<file path="config.mk">
export PLATFORM = sky130hd
export DESIGN_NAME = pnd_scale
export DESIGN_NICKNAME = d
export VERILOG_FILES = /design/src/rtl/core/pnd_pkg.sv /design/src/rtl/core/pnd_scale.sv
export SDC_FILE = /design/constraint.sdc
export NUM_CORES = 1
export LEC_CHECK = 0
export BUFFER_PORTS_ARGS = -buffer_cell sky130_fd_sc_hd__buf_2
export CAP_MARGIN = 20
export CORE_ASPECT_RATIO = 1.75
export CORE_MARGIN = 3
export CORE_UTILIZATION = 55
export CTS_BUF_LIST = sky130_fd_sc_hd__clkbuf_2 sky130_fd_sc_hd__clkbuf_4 sky130_fd_sc_hd__clkbuf_8
export CTS_CLUSTER_SIZE = 12
export DETAILED_ROUTE_END_ITERATION = 10
export GPL_TIMING_DRIVEN = 0
export PLACE_DENSITY = 0.87
export SLEW_MARGIN = 5
export SYNTH_ARGS = -nofsm -noshare
export SYNTH_HDL_FRONTEND = slang
export SYNTH_SLANG_ARGS = --single-unit
</file>
<file path="constraint.sdc">
create_clock -name clk -period 24.6 [get_ports clk]
set_input_delay 1.23 -clock clk [delete_from_list [all_inputs] [get_ports clk]]
set_output_delay 1.23 -clock clk [all_outputs]
set_load 0.01 [all_outputs]
</file>
<file path="src/rtl/core/pnd_pkg.sv">
// Package for the pendulum PID motor drive: register codes, reset values,
// field widths and the structs passed between the pipeline blocks.
// No dependencies.
`default_nettype none

package pnd_pkg;

  localparam int unsigned CFG_IDX_W = 3;
  localparam int unsigned CFG_DATA_W = 16;
  localparam int unsigned CNT_W = 16;
  localparam int unsigned GAIN_W = 16;
  localparam int unsigned LIMIT_W = 10;
  localparam int unsigned ERR_W = 17;
  localparam int unsigned DE_W = 18;
  localparam int unsigned INTEG_W = 32;
  localparam int unsigned FRAC_BITS = 8;
  localparam int unsigned DRV_W = 11;
  localparam int unsigned PWM_W = 11;

  localparam logic [CFG_IDX_W-1:0] REG_PEND_SETPOINT = 3'd0;
  localparam logic [CFG_IDX_W-1:0] REG_CARRIAGE_CENTER = 3'd1;
  localparam logic [CFG_IDX_W-1:0] REG_CARRIAGE_LIMIT = 3'd2;
  localparam logic [CFG_IDX_W-1:0] REG_FALL_OFFSET = 3'd3;
  localparam logic [CFG_IDX_W-1:0] REG_KP_GAIN = 3'd4;
  localparam logic [CFG_IDX_W-1:0] REG_KD_GAIN = 3'd5;
  localparam logic [CFG_IDX_W-1:0] REG_KI_GAIN = 3'd6;
  localparam logic [CFG_IDX_W-1:0] REG_DRIVE_LIMIT = 3'd7;

  localparam logic [CNT_W-1:0] RST_PEND_SETPOINT = 16'd32000;
  localparam logic [CNT_W-1:0] RST_CARRIAGE_CENTER = 16'd32000;
  localparam logic [CNT_W-1:0] RST_CARRIAGE_LIMIT = 16'd4500;
  localparam logic [CNT_W-1:0] RST_FALL_OFFSET = 16'd500;
  localparam logic [GAIN_W-1:0] RST_KP_GAIN = 16'd7680;
  localparam logic [GAIN_W-1:0] RST_KD_GAIN = 16'd11520;
  localparam logic [GAIN_W-1:0] RST_KI_GAIN = 16'd410;
  localparam logic [LIMIT_W-1:0] RST_DRIVE_LIMIT = 10'd500;

  localparam logic [PWM_W-1:0] RIGHT_OFFSET = 11'd17;
  localparam logic [PWM_W-1:0] LEFT_OFFSET = 11'd50;

  typedef struct packed {
    logic [CNT_W-1:0]   pend_setpoint;
    logic [CNT_W-1:0]   carriage_center;
    logic [CNT_W-1:0]   carriage_limit;
    logic [CNT_W-1:0]   fall_offset;
    logic [GAIN_W-1:0]  kp_gain;
    logic [GAIN_W-1:0]  kd_gain;
    logic [GAIN_W-1:0]  ki_gain;
    logic [LIMIT_W-1:0] drive_limit;
  } pnd_cfg_t;

  typedef struct packed {
    logic                      act;
    logic signed [ERR_W-1:0]   err;
    logic signed [DE_W-1:0]    de;
    logic signed [INTEG_W-1:0] integ;
  } pnd_err_t;

endpackage

`default_nettype wire

</file>
<file path="src/rtl/core/pnd_scale.sv">
// Average of the history total, round half to even, drive clamp, PWM compares
// and the result register. The divide by the history depth is a reciprocal
// multiply with one correction step. Depends on pnd_pkg.
`default_nettype none

module pnd_scale
  import pnd_pkg::*;
#(
  parameter int HISTORY_DEPTH = 5,
  parameter int TERM_WIDTH = 48,
  localparam int TOTW = TERM_WIDTH + $clog2(HISTORY_DEPTH) + 1
) (
  input  logic                    clk,
  input  logic                    rst_n,
  input  logic [LIMIT_W-1:0]      drive_limit,
  input  logic                    s4_valid,
  output logic                    s4_ready,
  input  logic                    s4_act,
  input  logic signed [TOTW-1:0]  s4_total,
  output logic                    out_valid,
  input  logic                    out_ready,
  output logic                    out_motor_enable,
  output logic [PWM_W-1:0]        out_pwm_right,
  output logic [PWM_W-1:0]        out_pwm_left,
  output logic signed [DRV_W-1:0] out_drive_value,
  output logic                    out_running
);

  // Quotients beyond the bias always clamp, so the scaled total is limited
  // first and then biased to a small unsigned value.
  localparam int QBIAS = 1025;
  localparam int XLIM = QBIAS * HISTORY_DEPTH;
  localparam int XW = TOTW - FRAC_BITS;
  localparam int UW = $clog2(2 * XLIM + 1);
  localparam int RW = $clog2(HISTORY_DEPTH);
  localparam logic signed [XW-1:0] XHI = XW'(XLIM);
  localparam logic signed [XW-1:0] XLO = -XHI;
  localparam logic [UW-1:0] MUL = UW'((1 << UW) / HISTORY_DEPTH);
  localparam logic [UW-1:0] DEP_U = UW'(HISTORY_DEPTH);
  localparam logic [RW+FRAC_BITS-1:0] HALF = (RW + FRAC_BITS)'(HISTORY_DEPTH * 128);
  localparam logic signed [UW:0] QB = (UW + 1)'(QBIAS);

  logic                    s5_v_r;
  logic                    s5_act_r;
  logic [UW-1:0]           s5_qe_r;
  logic [UW-1:0]           s5_u_r;
  logic [FRAC_BITS-1:0]    s5_low_r;
  logic                    s6_v_r;
  logic                    s6_act_r;
  logic signed [DRV_W-1:0] s6_drive_r;
  logic                    out_valid_r;
  logic                    motor_enable_r;
  logic [PWM_W-1:0]        pwm_right_r;
  logic [PWM_W-1:0]        pwm_left_r;
  logic signed [DRV_W-1:0] drive_r;
  logic                    running_r;

  logic                    out_load;
  logic                    s6_load;
  logic                    s5_load;
  logic signed [XW-1:0]    x;
  logic signed [XW-1:0]    xc;
  logic signed [XW-1:0]    xb;
  logic [UW-1:0]           u;
  logic [2*UW-1:0]         prod;
  logic [UW-1:0]           qd;
  logic [UW-1:0]           rem;
  logic                    corr;
  logic [UW-1:0]           qu;
  logic [UW-1:0]           rfin;
  logic [RW+FRAC_BITS-1:0] rr;
  logic                    up;
  logic [UW-1:0]           qr;
  logic signed [UW:0]      qs;
  logic signed [UW:0]      lim;
  logic signed [UW:0]      dsat;

  assign out_load = !out_valid_r || out_ready;
  assign s6_load = !s6_v_r || out_load;
  assign s5_load = !s5_v_r || s6_load;
  assign s4_ready = s5_load;

  always_comb begin
    x = $signed(s4_total[TOTW-1:FRAC_BITS]);
    if (x > XHI) begin
      xc = XHI;
    end else if (x < XLO) begin
      xc = XLO;
    end else begin
      xc = x;
    end
    xb = xc + XHI;
    u = xb[UW-1:0];
    prod = u * MUL;
  end

  always_comb begin
    qd = s5_qe_r * DEP_U;
    rem = s5_u_r - qd;
    corr = rem >= DEP_U;
    qu = s5_qe_r + UW'(corr);
    rfin = corr ? rem - DEP_U : rem;
    rr = {rfin[RW-1:0], s5_low_r};
    // The bias is odd, so an even biased quotient is an odd true quotient.
    up = (rr > HALF) || ((rr == HALF) && !qu[0]);
    qr = qu + UW'(up);
    qs = $signed({1'b0, qr}) - QB;
    lim = $signed((UW + 1)'(drive_limit));
    if (qs > lim) begin
      dsat = lim;
    end else if (qs < -lim) begin
      dsat = -lim;
    end else begin
      dsat = qs;
    end
  end

  always_ff @(posedge clk) begin
    if (!rst_n) begin
      s5_v_r <= 1'b0;
      s6_v_r <= 1'b0;
      out_valid_r <= 1'b0;
    end else begin
      if (s5_load) begin
        s5_v_r <= s4_valid;
      end
      if (s6_load) begin
        s6_v_r <= s5_v_r;
      end
      if (out_load) begin
        out_valid_r <= s6_v_r;
      end
    end
  end

  always_ff @(posedge clk) begin
    if (s4_valid && s5_load) begin
      s5_act_r <= s4_act;
      s5_qe_r <= prod[2*UW-1:UW];
      s5_u_r <= u;
      s5_low_r <= s4_total[FRAC_BITS-1:0];
    end
    if (s5_v_r && s6_load) begin
      s6_act_r <= s5_act_r;
      s6_drive_r <= dsat[DRV_W-1:0];
    end
    if (s6_v_r && out_load) begin
      running_r <= s6_act_r;
      drive_r <= s6_act_r ? s6_drive_r : '0;
      motor_enable_r <= s6_act_r && (s6_drive_r != '0);
      pwm_right_r <= (s6_act_r && (s6_drive_r < 0))
                   ? PWM_W'(-s6_drive_r) + RIGHT_OFFSET : '0;
      pwm_left_r <= (s6_act_r && (s6_drive_r > 0))
                  ? PWM_W'(s6_drive_r) + LEFT_OFFSET : '0;
    end
  end

  assign out_valid = out_valid_r;
  assign out_motor_enable = motor_enable_r;
  assign out_pwm_right = pwm_right_r;
  assign out_pwm_left = pwm_left_r;
  assign out_drive_value = drive_r;
  assign out_running = running_r;

endmodule

`default_nettype wire

</file>
* After elaboration in Yosys (flattened, before gate mapping)
Cells that the tools add are included.
** Word-level totals
- Bits in registers :: 85
- Bits in latches :: 0
- RAM bits :: 0
- Bits in read-only memories :: 0
- Bits of input ports :: 67
- Output and inout port bits :: 37
- Word-level logic and storage cells :: 57
- Memories :: 0
** Operators by class
- Add/sub/neg operators :: 10
- Multiply operators :: 2
- Div/mod/pow operators :: 0
- Order comparisons :: 8
- Equal/unequal tests :: 1
- Shifts and indexed selects :: 0
- Mux-type cells :: 5
- Bitwise operators :: 0
- Reductions and logical operators :: 16
** Operators by type and width (number)
- greater-than comparator 44 x 14 -> 1 bit, second input constant :: 1
- < comparator 44 x 14 -> 1 bit, second input constant :: 1
- two-way mux 14 bit :: 2
- multiplier 14 x 10 -> 24 bit, second input constant :: 1
- greater-than comparator 15 x 11 -> 1 bit :: 1
- < comparator 15 bit :: 1
- negator 10 -> 15 bit :: 1
- subtractor 14 x 11 -> 15 bit, second input constant :: 1
- adder 13 x 1 -> 14 bit :: 1
- adder 14 bit, second input constant :: 1
- greater-or-equal comparator 14 x 3 -> 1 bit, second input constant :: 1
- multiplier 12 x 3 -> 14 bit, second input constant :: 1
- subtractor 14 bit :: 1
- adder 12 x 1 -> 13 bit :: 1
- adder 11 x 5 -> 11 bit, second input constant :: 1
- adder 11 x 6 -> 11 bit, second input constant :: 1
- == test 11 x 10 -> 1 bit, second input constant :: 1
- greater-than comparator 11 x 1 -> 1 bit, second input constant :: 1
- greater-than comparator 11 x 10 -> 1 bit, second input constant :: 1
- < comparator 11 x 1 -> 1 bit, second input constant :: 1
- two-way mux 11 bit :: 1
- negator 11 bit :: 1
- nonzero test 11 bit :: 1
- two-way mux 10 bit :: 1
- 5 further kinds :: 17

* Longest topological paths before layout
Gate-level depths: netlist of the first run.
- Depth in word-level cells :: 12
- Gate-level depth with buffers :: 35
- Mapped depth without buffers :: 34

* Least setup slack after synthesis of the first run
OpenSTA, ideal clock, no wires.
- Kind :: reg2reg
- From :: reg s5_qe_r[1]
- To :: reg s6_drive_r[1] (data pin)
- Setup time :: 265 ps
- Data arrival time :: 7945 ps
- Required time :: 24335 ps
- Path slack :: 16390 ps
- Cell stages (with the launch flop) :: 35
- Buffers on the path :: 2
- Period minus slack after synthesis :: 8210 ps
- Path through :: edfxtp_1 -> ha_1 -> inv_1 -> fa_1 -> ha_1 -> clkbuf_1 -> a2111o_1 -> and3_4 -> a311o_1 -> a2111o_1 -> a2111o_1 -> ha_1 -> inv_1 -> nor4_1 -> a21boi_0 -> o21ai_0 -> nand3_1 -> mux2i_1 -> a21o_1 -> ha_1 -> ha_1 -> nor4b_1 -> a41oi_1 -> or4_1 -> and2_1 -> xor2_1 -> inv_1 -> ha_1 -> a21o_1 -> nand3_1 -> a21oi_1 -> o32ai_1 -> clkbuf_1 -> mux2i_1 -> mux2i_1
** Between the ends
- Cells in the longest elaborated chain, start to end :: 12
- Elaborated cells between the ends (all ways) :: 17
- Those cells by class :: 5 x add/sub; 1 x mul; 4 x order compare; 1 x eq/ne; 3 x mux; 3 x reduce/logical
** Ends and longest elaborated chain
- start: declaration :: line pnd_scale.sv:45 : logic [UW-1:0] s5_qe_r;
- start signal: assignment :: line pnd_scale.sv:139 : s5_qe_r <= prod[2*UW-1:UW];
- multiplier 12 x 3 -> 14 bit :: line pnd_scale.sv:98 : qd = s5_qe_r * DEP_U;
- subtractor 14 bit :: line pnd_scale.sv:99 : rem = s5_u_r - qd;
- greater-or-equal comparator 14 x 3 -> 1 bit or subtractor 3 bit (tied branches) :: line pnd_scale.sv:100, pnd_scale.sv:102
- adder 12 x 1 -> 13 bit or two-way mux 3 bit (tied branches) :: line pnd_scale.sv:101, pnd_scale.sv:102
- zero test 1 bit or == test 11 x 10 -> 1 bit (tied branches) :: line pnd_scale.sv:105 : up = (rr > HALF) || ((rr == HALF) && !qu[0]);
- logical AND 1 bit :: line pnd_scale.sv:105
- logical OR 1 bit :: line pnd_scale.sv:105
- adder 13 x 1 -> 14 bit * :: line pnd_scale.sv:106 : qr = qu + UW'(up);
- subtractor 14 x 11 -> 15 bit * :: line pnd_scale.sv:107 : qs = $signed({1'b0, qr}) - QB;
- < comparator 15 bit :: line pnd_scale.sv:111 : end else if (qs < -lim) begin
- two-way mux 11 bit :: line pnd_scale.sv:111
- two-way mux 10 bit * :: line pnd_scale.sv:109 : if (qs > lim) begin
- named net dsat[1] :: line pnd_scale.sv:76 : logic signed [UW:0] dsat;
- end signal: assignment :: line pnd_scale.sv:145 : s6_drive_r <= dsat[DRV_W-1:0];
- end: declaration :: line pnd_scale.sv:50 : logic signed [DRV_W-1:0] s6_drive_r;
The timed path passes the listed nets; every way through them passes the cells marked *.
A chain may end at the register's enable or synchronous reset.

* Worst setup path in the final report of the first run
- From :: reg s5_qe_r[1]
- To :: reg s6_drive_r[6] (data pin)
Same word-level chain as after synthesis.

==> results of run 1 <==
-- power groups by stage --
| stage | Clock (W) | Sequential (W) | Combinational [W] |
|---|---|---|---|
| 2_1_floorplan | 0 | 0.000215 | 0.000720 |
| 3_3_place_gp | 0 | 0.000223 | 0.000881 |
| 3_5_place_dp | 0 | 0.000224 | 0.000920 |
| 4_1_cts | 0.000112 | 0.000221 | 0.000929 |
| 5_1_grt | 0.000117 | 0.000223 | 0.00106 |
| 6_report | 0.000112 | 0.000221 | 0.000939 |
-- per-stage QoR --
stage	utilization (%)	worst slack [ps]	power (W)	area [sq um]
3_3_place_gp	61.0	15200	0.00110	9730
5_1_grt	62.7	14280	0.00140	10000
2_1_floorplan	-	16390	0.000934	8980
3_5_place_dp	61.3	15100	0.00114	9780
4_1_cts	62.7	15140	0.00126	10000
6_report	62.7	15090	0.00127	10000
-- layer usage --
metal	global-route usage, %	share of wire [%]	up-vias
li1	-	-	3522
met3	2.76	3.8	89
met5	0	0	-
met4	15.3	6.8	0
met2	45.2	56	274
met1	20.8	33	3465
-- kinds of logic after synthesis --
| kind of cell | Yosys count | share of synthesized area [%] |
|---|---|---|
| and+or+nand+nor | 254 | 15.1 |
| buffers and inverters | 170 | 7.23 |
| muxes | 22 | 2.47 |
| DFF | 85 | 28.1 |
| adders and majority gates | 182 | 29.3 |
| xor gates and xnor gates | 58 | 5.81 |
| AOI/OAI and AO/OA | 159 | 12.0 |
-- how the worst min path moves through the flow --
stage | startpoint | end | slack, ps | depth (start not counted)
6_report | s5_act_r | s6_act_r | 430 | 0
5_1_grt | s5_act_r | s6_act_r | 430 | 0
4_1_cts | s5_act_r | s6_act_r | 430 | 0
3_5_place_dp | s5_act_r | s6_act_r | 420 | 0
3_3_place_gp | s5_act_r | s6_act_r | 410 | 0
2_1_floorplan | s5_act_r | s6_act_r | 400 | 0
-- registers in the layout, indices dropped and copies added, names as in the netlist --
| register | flops |
|---|---|
| s5_low_r | 8 |
| out_valid | 1 |
| s6_v_r | 1 |
| s6_act_r | 1 |
| s6_drive_r | 11 |
| s5_v_r | 1 |
| out_running | 1 |
| out_drive_value | 11 |
| out_pwm_right | 11 |
| out_motor_enable | 1 |
| out_pwm_left | 11 |
| s5_qe_r | 12 |
| s5_act_r | 1 |
| s5_u_r | 14 |
-- cells in the final DEF (no fill, tap or decap), types with 18 or more instances in the layout --
cell / count
a21oi_1: 35
o21ai_0: 18
nor3_1: 18
nor4_1: 19
nand2_1: 42
buf_2: 109
edfxtp_1: 82
xor2_1: 19
nand4_1: 19
inv_1: 145
nor2_1: 61
fa_1: 47
xnor2_1: 38
ha_1: 135
mux2i_1: 21
-- cell type report --
| class | instances | area [sq um] |
|---|---|---|
| multi-input cells | 675 | 5830 |
| clock buffers | 9 | 124 |
| clock inverters | 7 | 98.8 |
| fillers | 1251 | 5950 |
| plain buffers | 21 | 90.1 |
| inverters | 149 | 559 |
| flip-flops and latches | 85 | 2520 |
| repair buffers | 105 | 543 |
| well taps | 189 | 236 |
==> flow_metrics.tcl, run 1 <==
set metrics [dict create \
    cp_num_cells 33 \
    wl_mm 20.2 \
    ys_seq_elements 85 \
    placementRows 61 \
    ctsResizeCount 0 \
    clk_latency_ps 370 \
    wl_per_cell_um 16.3 \
    clkSlewWorstSetupHoldPaths_ps 100 \
    leakage_nw 4.66 \
    swShare_pct 49.1 \
    rsz0062_at_grt "no" \
    postCtsHoldBufs 0 \
    synthCells 930 \
    detail-route-antenna-nets 0 \
    arrival_ps 9620 \
    clk_path_buf_depth 2 \
    endpoint_kind "flip-flop" \
    finalHoldViolations 0 \
    yosysWarnings 0 \
    reg2reg_from "s5_qe_r[1]" \
    final_max_slew_viol_count 0 \
    grt_use_total_pct 23.1 \
    core_area_sq_um 16000 \
    period_share_pct 38.6 \
    slew_headroom_pct 38.7 \
    synth_area_sq_um 8980 \
    antenna_cells 0 \
    power_frac_comb_pct 73.8 \
    power_density_nw_per_um2 127 \
    synth.most_common_cell "inv_1" \
    cts_tree "built" \
    drv_cap 0 \
    clock.fmax_ghz 0.105 \
    fin_cells 1240 \
    power_frac_seq_pct 17.4 \
    tightestPinTransition_ps 915 \
    required_ps 24720 \
    setup-tns-final_ps 0 \
    timing.rr.end "s6_drive_r[6]" \
    holdWs_ps 433 \
    synth_nets 1179 \
    crit_path_end "s6_drive_r[6]" \
    critPathKind "flip-flop to flip-flop" \
    fin_crit_ps 9510 \
    hold_class "flip-flop to flip-flop" \
    path_common_cell "ha_1" \
    place_congestion 0.934 \
    htreeDepth 3 \
    cts_root_buffer "clkbuf_8" \
    critical_path_buf_inv_count 4 \
    intPower_w 0.000647 \
    syn2layout_area_growth_pct 11.4 \
    fin_nets 1295 \
    start_util_pct 56.3 \
    via_per_inst 5.93 \
    port_buffers 103 \
    synthTopCellsByCount "145 x inv_1, 135 x ha_1, 82 x edfxtp_1, 61 x nor2_1, 47 x fa_1" \
    async_reset_ff_share_pct 0 \
    synth_top_cell_by_area "edfxtp_1" \
    post_cts_buffers 0 \
    yosysSeqAreaShare_pct 28.1 \
    numCtsBuffers 9 \
    drt_pass1_iterations 6 \
    die_w_um 103 \
    status "finished, final reports clean" \
    ys_types 74 \
    finalSetupViolCount 0 \
    drcViolationCount 0 \
    first_global_vias 7754 \
    synth_edf_count 82 \
    overflow 0 \
    grt_max_degree 36 \
    syn_area_per_cell_sq_um 9.66 \
    grt_pass1_wl_mm 33.2 \
    critPathLaunchType "flip-flop" \
    post-dp-hpwl_mm 16.9 \
    drt_iter0_drc 247 \
    die_h_um 175 \
    cp-startpoint "s5_qe_r[1]" \
    r2r_setup_slack_ps 15090 \
    ir_worst_vdd_uv 86.7 \
    yosys-top-cells-area "edfxtp_1 27%, ha_1 19%, fa_1 10%" \
    die-area_sq_um 18000 \
    rr_worst_depth 33 \
    io_pins 104 \
    num_vias 7350 \
    power.switching_w 0.000624 \
    dp.cells 1224 \
    synthFlopType "edfxtp_1" \
    clock_power_share_pct 8.8 \
    worstPathMaxFanout 10 \
    antenna_found_initial 0 \
    slowest_delay_ps 650 \
    drive_above_1_share_pct 14.1 \
    cpMaxStageDelayCell "a211oi_1" \
    cp_top_family "compound AO/OA/AOI/OAI gates" \
    synthDominantCellAreaShare_pct 27.4 \
    skew_ps 13.7 \
    cts_sinks 85 \
]
Note: power is estimated with default switching activity, not from simulation.
==> run 2: changes to the inputs <==
- PLACE_DENSITY: 0.87 -> 0.9
- clock period: 24.6 -> 8.7 ns (I/O delays scaled with it)
==> flow_metrics.tcl, run 2 (synthesized netlist as in run 1, its figures left out) <==
set metrics [dict create \
    status "finished, final reports clean" \
    grt_use_total_pct 23.3 \
    critPathLaunchType "flip-flop" \
    finalCoreUtilization_pct 63.7 \
    swShare_pct 49.5 \
    holdWs_ps 232 \
    die_h_um 175 \
    drcViolationCount 0 \
    hold_class "primary input to flip-flop" \
    core_area_sq_um 16000 \
    top_regs "s5_u_r x14, s5_qe_r x12" \
    period_share_pct 97.5 \
    cpMaxStageDelayCell "or4_1" \
    clock_power_share_pct 8.3 \
    power_frac_comb_pct 75.0 \
    final_max_slew_viol_count 0 \
    htreeDepth 3 \
    cts_root_buffer "clkbuf_8" \
    antenna_found_initial 0 \
    dp.cells 1224 \
    grt_max_degree 36 \
    skew_ps 10.9 \
    post-dp-hpwl_mm 16.9 \
    ir_worst_vdd_uv 177 \
    finalHoldViolations 0 \
    io_pins 104 \
    power_w 0.00371 \
    clkSlewWorstSetupHoldPaths_ps 100 \
    clock.fmax_ghz 0.118 \
    critPathKind "flip-flop to flip-flop" \
    drv_cap 0 \
    num_vias 7515 \
    overflow 0 \
    numCtsBuffers 9 \
    final_common_cell "inv_1" \
    required_ps 8820 \
    power.switching_w 0.00184 \
    grt_pass1_wl_mm 33.4 \
    placementRows 61 \
    cts_sinks 85 \
    wl_mm 20.9 \
    drive_above_1_share_pct 16.3 \
    die_w_um 103 \
    final_cell_mix "145 x inv_1, 132 x ha_1, 109 x buf_2" \
    fin_nets 1300 \
    tightestPinTransition_ps 849 \
    intPower_w 0.00188 \
    r2r_setup_slack_ps 210 \
    setup-tns-final_ps 0 \
    syn2layout_area_growth_pct 13.2 \
    drt_pass1_iterations 5 \
    leakage_nw 4.71 \
    fin_cells 1245 \
    timing.rr.end "s6_drive_r[7]" \
    drt_iter0_drc 376 \
    rr_worst_depth 35 \
    worstPathMaxFanout 7 \
    fin_crit_ps 8490 \
    reg2reg_from "s5_qe_r[4]" \
    postCtsHoldBufs 0 \
    whs_endpoint "s5_low_r[6]" \
    first_global_vias 7662 \
    wl_per_cell_um 16.8 \
    endpoint_kind "flip-flop" \
    largest_reg_flops 14 \
    die-area_sq_um 18000 \
    finalSetupViolCount 0 \
    start_util_pct 56.3 \
    port_buffers 103 \
    arrival_ps 8600 \
    via_per_inst 6.04 \
    antenna_cells 0 \
    power_density_nw_per_um2 365 \
    place_congestion 0.950 \
    slew_headroom_pct 43.3 \
    regMostFlops "s5_u_r" \
    detail-route-antenna-nets 0 \
    clk_latency_ps 380 \
    slowest_delay_ps 540 \
    hold_path_depth 1 \
    cts_tree "built" \
    hold_start "s4_total[6]" \
    power_frac_seq_pct 16.6 \
    clk_path_buf_depth 2 \
]
[run 2: changes by cell type in the layout (fill, tap and decap cells not counted), sizes merged]
cell / previous run / this run
buf: 112 / 119
bufinv: 2 / 1
inv: 150 / 155
clkinvlp: 1 / 0
clkbuf: 23 / 21
clkinv: 3 / 0
[run 2: metrics by stage]
step           cell area, sq um  worst slack (ps)
5_1_grt                   10200              -120
6_report                  10200               215
3_5_place_dp               9780              -677
2_1_floorplan              8980               490
4_1_cts                   10000              26.8
3_3_place_gp               9730              -558
[run 2: worst max path at each step]
| stage | slack, ps | endpoint | cells after the start | startpoint |
|---|---|---|---|---|
| after global placement | -560 | s6_drive_r[1] | 34 | s5_qe_r[1] |
| final | 210 | s6_drive_r[7] | 35 | s5_qe_r[4] |
| after global routing | -120 | s6_drive_r[7] | 34 | s5_qe_r[8] |
| after detailed placement | -680 | s6_drive_r[1] | 34 | s5_qe_r[1] |
| after floorplan | 490 | s6_drive_r[1] | 34 | s5_qe_r[1] |
| after CTS | 30 | s6_drive_r[1] | 34 | s5_qe_r[4] |
[run 2: layout make-up]
| type | count | area, sq um |
|---|---|---|
| Timing Repair Buffer | 113 | 603 |
| Sequential cell | 85 | 2520 |
| Clock inverter | 7 | 87.6 |
| Fill cell | 1176 | 5790 |
| Buffer | 18 | 88.8 |
| Inverter | 149 | 559 |
| Clock buffer | 9 | 124 |
| Multi-Input combinational cell | 675 | 5940 |
| Tap cell | 189 | 236 |
[run 2: routing by layer]
metal | wire, um | track usage (%)
met5 | 0 | 0
met4 | 1470 | 15.4
met3 | 1040 | 2.80
met2 | 11800 | 45.3
met1 | 6530 | 21.2
[run 2: power by group through the flow]
stage	Combinational (W)	Clock, W	Sequential (W)
finish	0.00279	0.000309	0.000618
floorplan	0.00204	0	0.000607
CTS	0.00265	0.000306	0.000615
detailed placement	0.00260	0	0.000631
global placement	0.00249	0	0.000631
global route	0.00313	0.000321	0.000623
[run 2: critical path, delay by kind of cell, from the launching register on]
| family | cells | cell delay (ps) |
|---|---|---|
| compound gates | 11 | 2440 |
| fa+ha+maj | 7 | 2190 |
| simple gates | 8 | 1890 |
| buf+inv | 5 | 560 |
| mux | 3 | 540 |
| flops | 1 | 470 |
| xor+xnor | 1 | 150 |
[run 2: timing repair]
item | CTS | global route
pin swaps | 1 | 4
resized for setup | 6 | 20
buffers inserted | 3 | 4
setup endpoints to repair | 11 | 12
gates cloned | 0 | 1
==> run 3: changes to the inputs <==
- GPL_TIMING_DRIVEN: 0 -> default
==> flow_metrics.tcl, run 3 (synthesized netlist as in run 1, its figures left out) <==
set metrics [dict create \
    status "finished, final reports clean" \
    timing.final.ws_setup_ps 302 \
    critPathKind "flip-flop to flip-flop" \
    clk_latency_ps 380 \
    core_area_sq_um 16000 \
    dpl-instance-area_sq_um 9760 \
    hold_class "primary input to flip-flop" \
    start_util_pct 56.3 \
    drt_iter0_drc 331 \
    tightestPinTransition_ps 703 \
    drive_above_1_share_pct 17.1 \
    via_per_inst 6.04 \
    place_congestion 0.992 \
    antenna_found_initial 0 \
    clk_path_buf_depth 2 \
    final_area_sq_um 10200 \
    die-area_sq_um 18000 \
    drt_pass1_iterations 6 \
    cts_tree "built" \
    period_share_pct 96.5 \
    largest_reg_flops 14 \
    numCtsBuffers 9 \
    port_buffers 103 \
    slowest_delay_ps 570 \
    seqCellArea_sq_um 2520 \
    htreeDepth 3 \
    overflow 0 \
    fin_cells 1246 \
    placementRows 61 \
    finalHoldViolations 0 \
    fillers 1231 \
    ir_worst_vdd_uv 213 \
    grt_use_total_pct 24.1 \
    slew_headroom_pct 52.7 \
    endpoint_kind "flip-flop" \
    regMostFlops "s5_u_r" \
    first_global_vias 7847 \
    final_common_cell "inv_1" \
    wl_per_cell_um 17.4 \
    io_pins 104 \
    leakage_nw 4.73 \
    clock.fmax_ghz 0.119 \
    finalSetupViolCount 0 \
    fin_crit_ps 8400 \
    cpMaxStageDelayCell "or4_1" \
    pre_cts_slack_ps 46.9 \
    postCtsHoldBufs 0 \
    required_ps 8930 \
    grt_pass1_wl_mm 34.3 \
    finalCoreUtilization_pct 63.7 \
    die_w_um 103 \
    drcViolationCount 0 \
    drv_cap 0 \
    syn2layout_area_growth_pct 13.1 \
    top_regs "s5_u_r x14, s5_qe_r x12" \
    wl_mm 21.7 \
    final_cell_mix "145 x inv_1, 128 x ha_1, 104 x buf_2" \
    skew_ps 10.0 \
    cts_root_buffer "clkbuf_8" \
    worstPathMaxFanout 7 \
    final_max_slew_viol_count 0 \
    arrival_ps 8630 \
    cts_sinks 85 \
    detail-route-antenna-nets 0 \
    dp.cells 1213 \
    die_h_um 175 \
    critPathLaunchType "flip-flop" \
    clkSlewWorstSetupHoldPaths_ps 100 \
    multi_input_area_sq_um 5900 \
    num_vias 7524 \
    grt_max_degree 36 \
    holdWs_ps 232 \
    antenna_cells 0 \
    post-dp-hpwl_mm 17.4 \
    power_density_nw_per_um2 376 \
    fin_nets 1301 \
]
==> run 3: routing by layer <==
layer | GRT usage (%) | share of wire, %
met5 | 0 | 0
met4 | 15.9 | 7.0
met3 | 3.64 | 4.5
met2 | 47.1 | 56
met1 | 21.2 | 32
==> run 3: cell type report <==
class / count / area share [%]
clock buffers: 9 / 1.22
clock inverters: 7 / 0.788
inverters: 149 / 5.51
multi-input cells: 675 / 58.1
flip-flops and latches: 85 / 24.8
well taps: 189 / 2.33
repair buffers: 132 / 7.23
==> run 3: per-stage QoR <==
stage,total power [W],TNS [ps]
floorplan,0.00264,0
global placement,0.00318,0
detailed placement,0.00328,0
CTS,0.00359,0
global route,0.00416,-675
finish,0.00382,0
==> run 3: path summary, 6_finish.rpt <==
path	startpoint	to	slack (ps)	cells past startpoint
max	s5_qe_r[4]	s6_drive_r[8]	300	34
min	s4_total[7]	s5_low_r[7]	230	1
max reg2reg	s5_qe_r[4]	s6_drive_r[8]	300	34
min reg2reg	s5_act_r	s6_act_r	440	0
==> run 3: where the power goes <==
part	leakage [nW]	total, W	internal, W	switching [W]
Combinational	3.83	0.00291	0.00123	0.00168
Clock	0.0994	0.000287	0.000114	0.000173
Sequential	0.799	0.000622	0.000554	0.0000689
==> run 3: critical path, delay by kind of cell (launching register included) <==
kind	cells	cell delay [ps]
buffers and inverters	4	400
adders and majority gates	7	2160
and+or+nand+nor	8	1870
xor gates and xnor gates	1	180
DFF	1	440
muxes	3	650
AOI/OAI and AO/OA	11	2540
==> run 3: repair_timing <==
item / CTS / global route
hold endpoints to repair: 0 / 0
endpoints found under the setup margin: 0 / 11
gates resized for setup: 0 / 18
setup buffers: 0 / 15
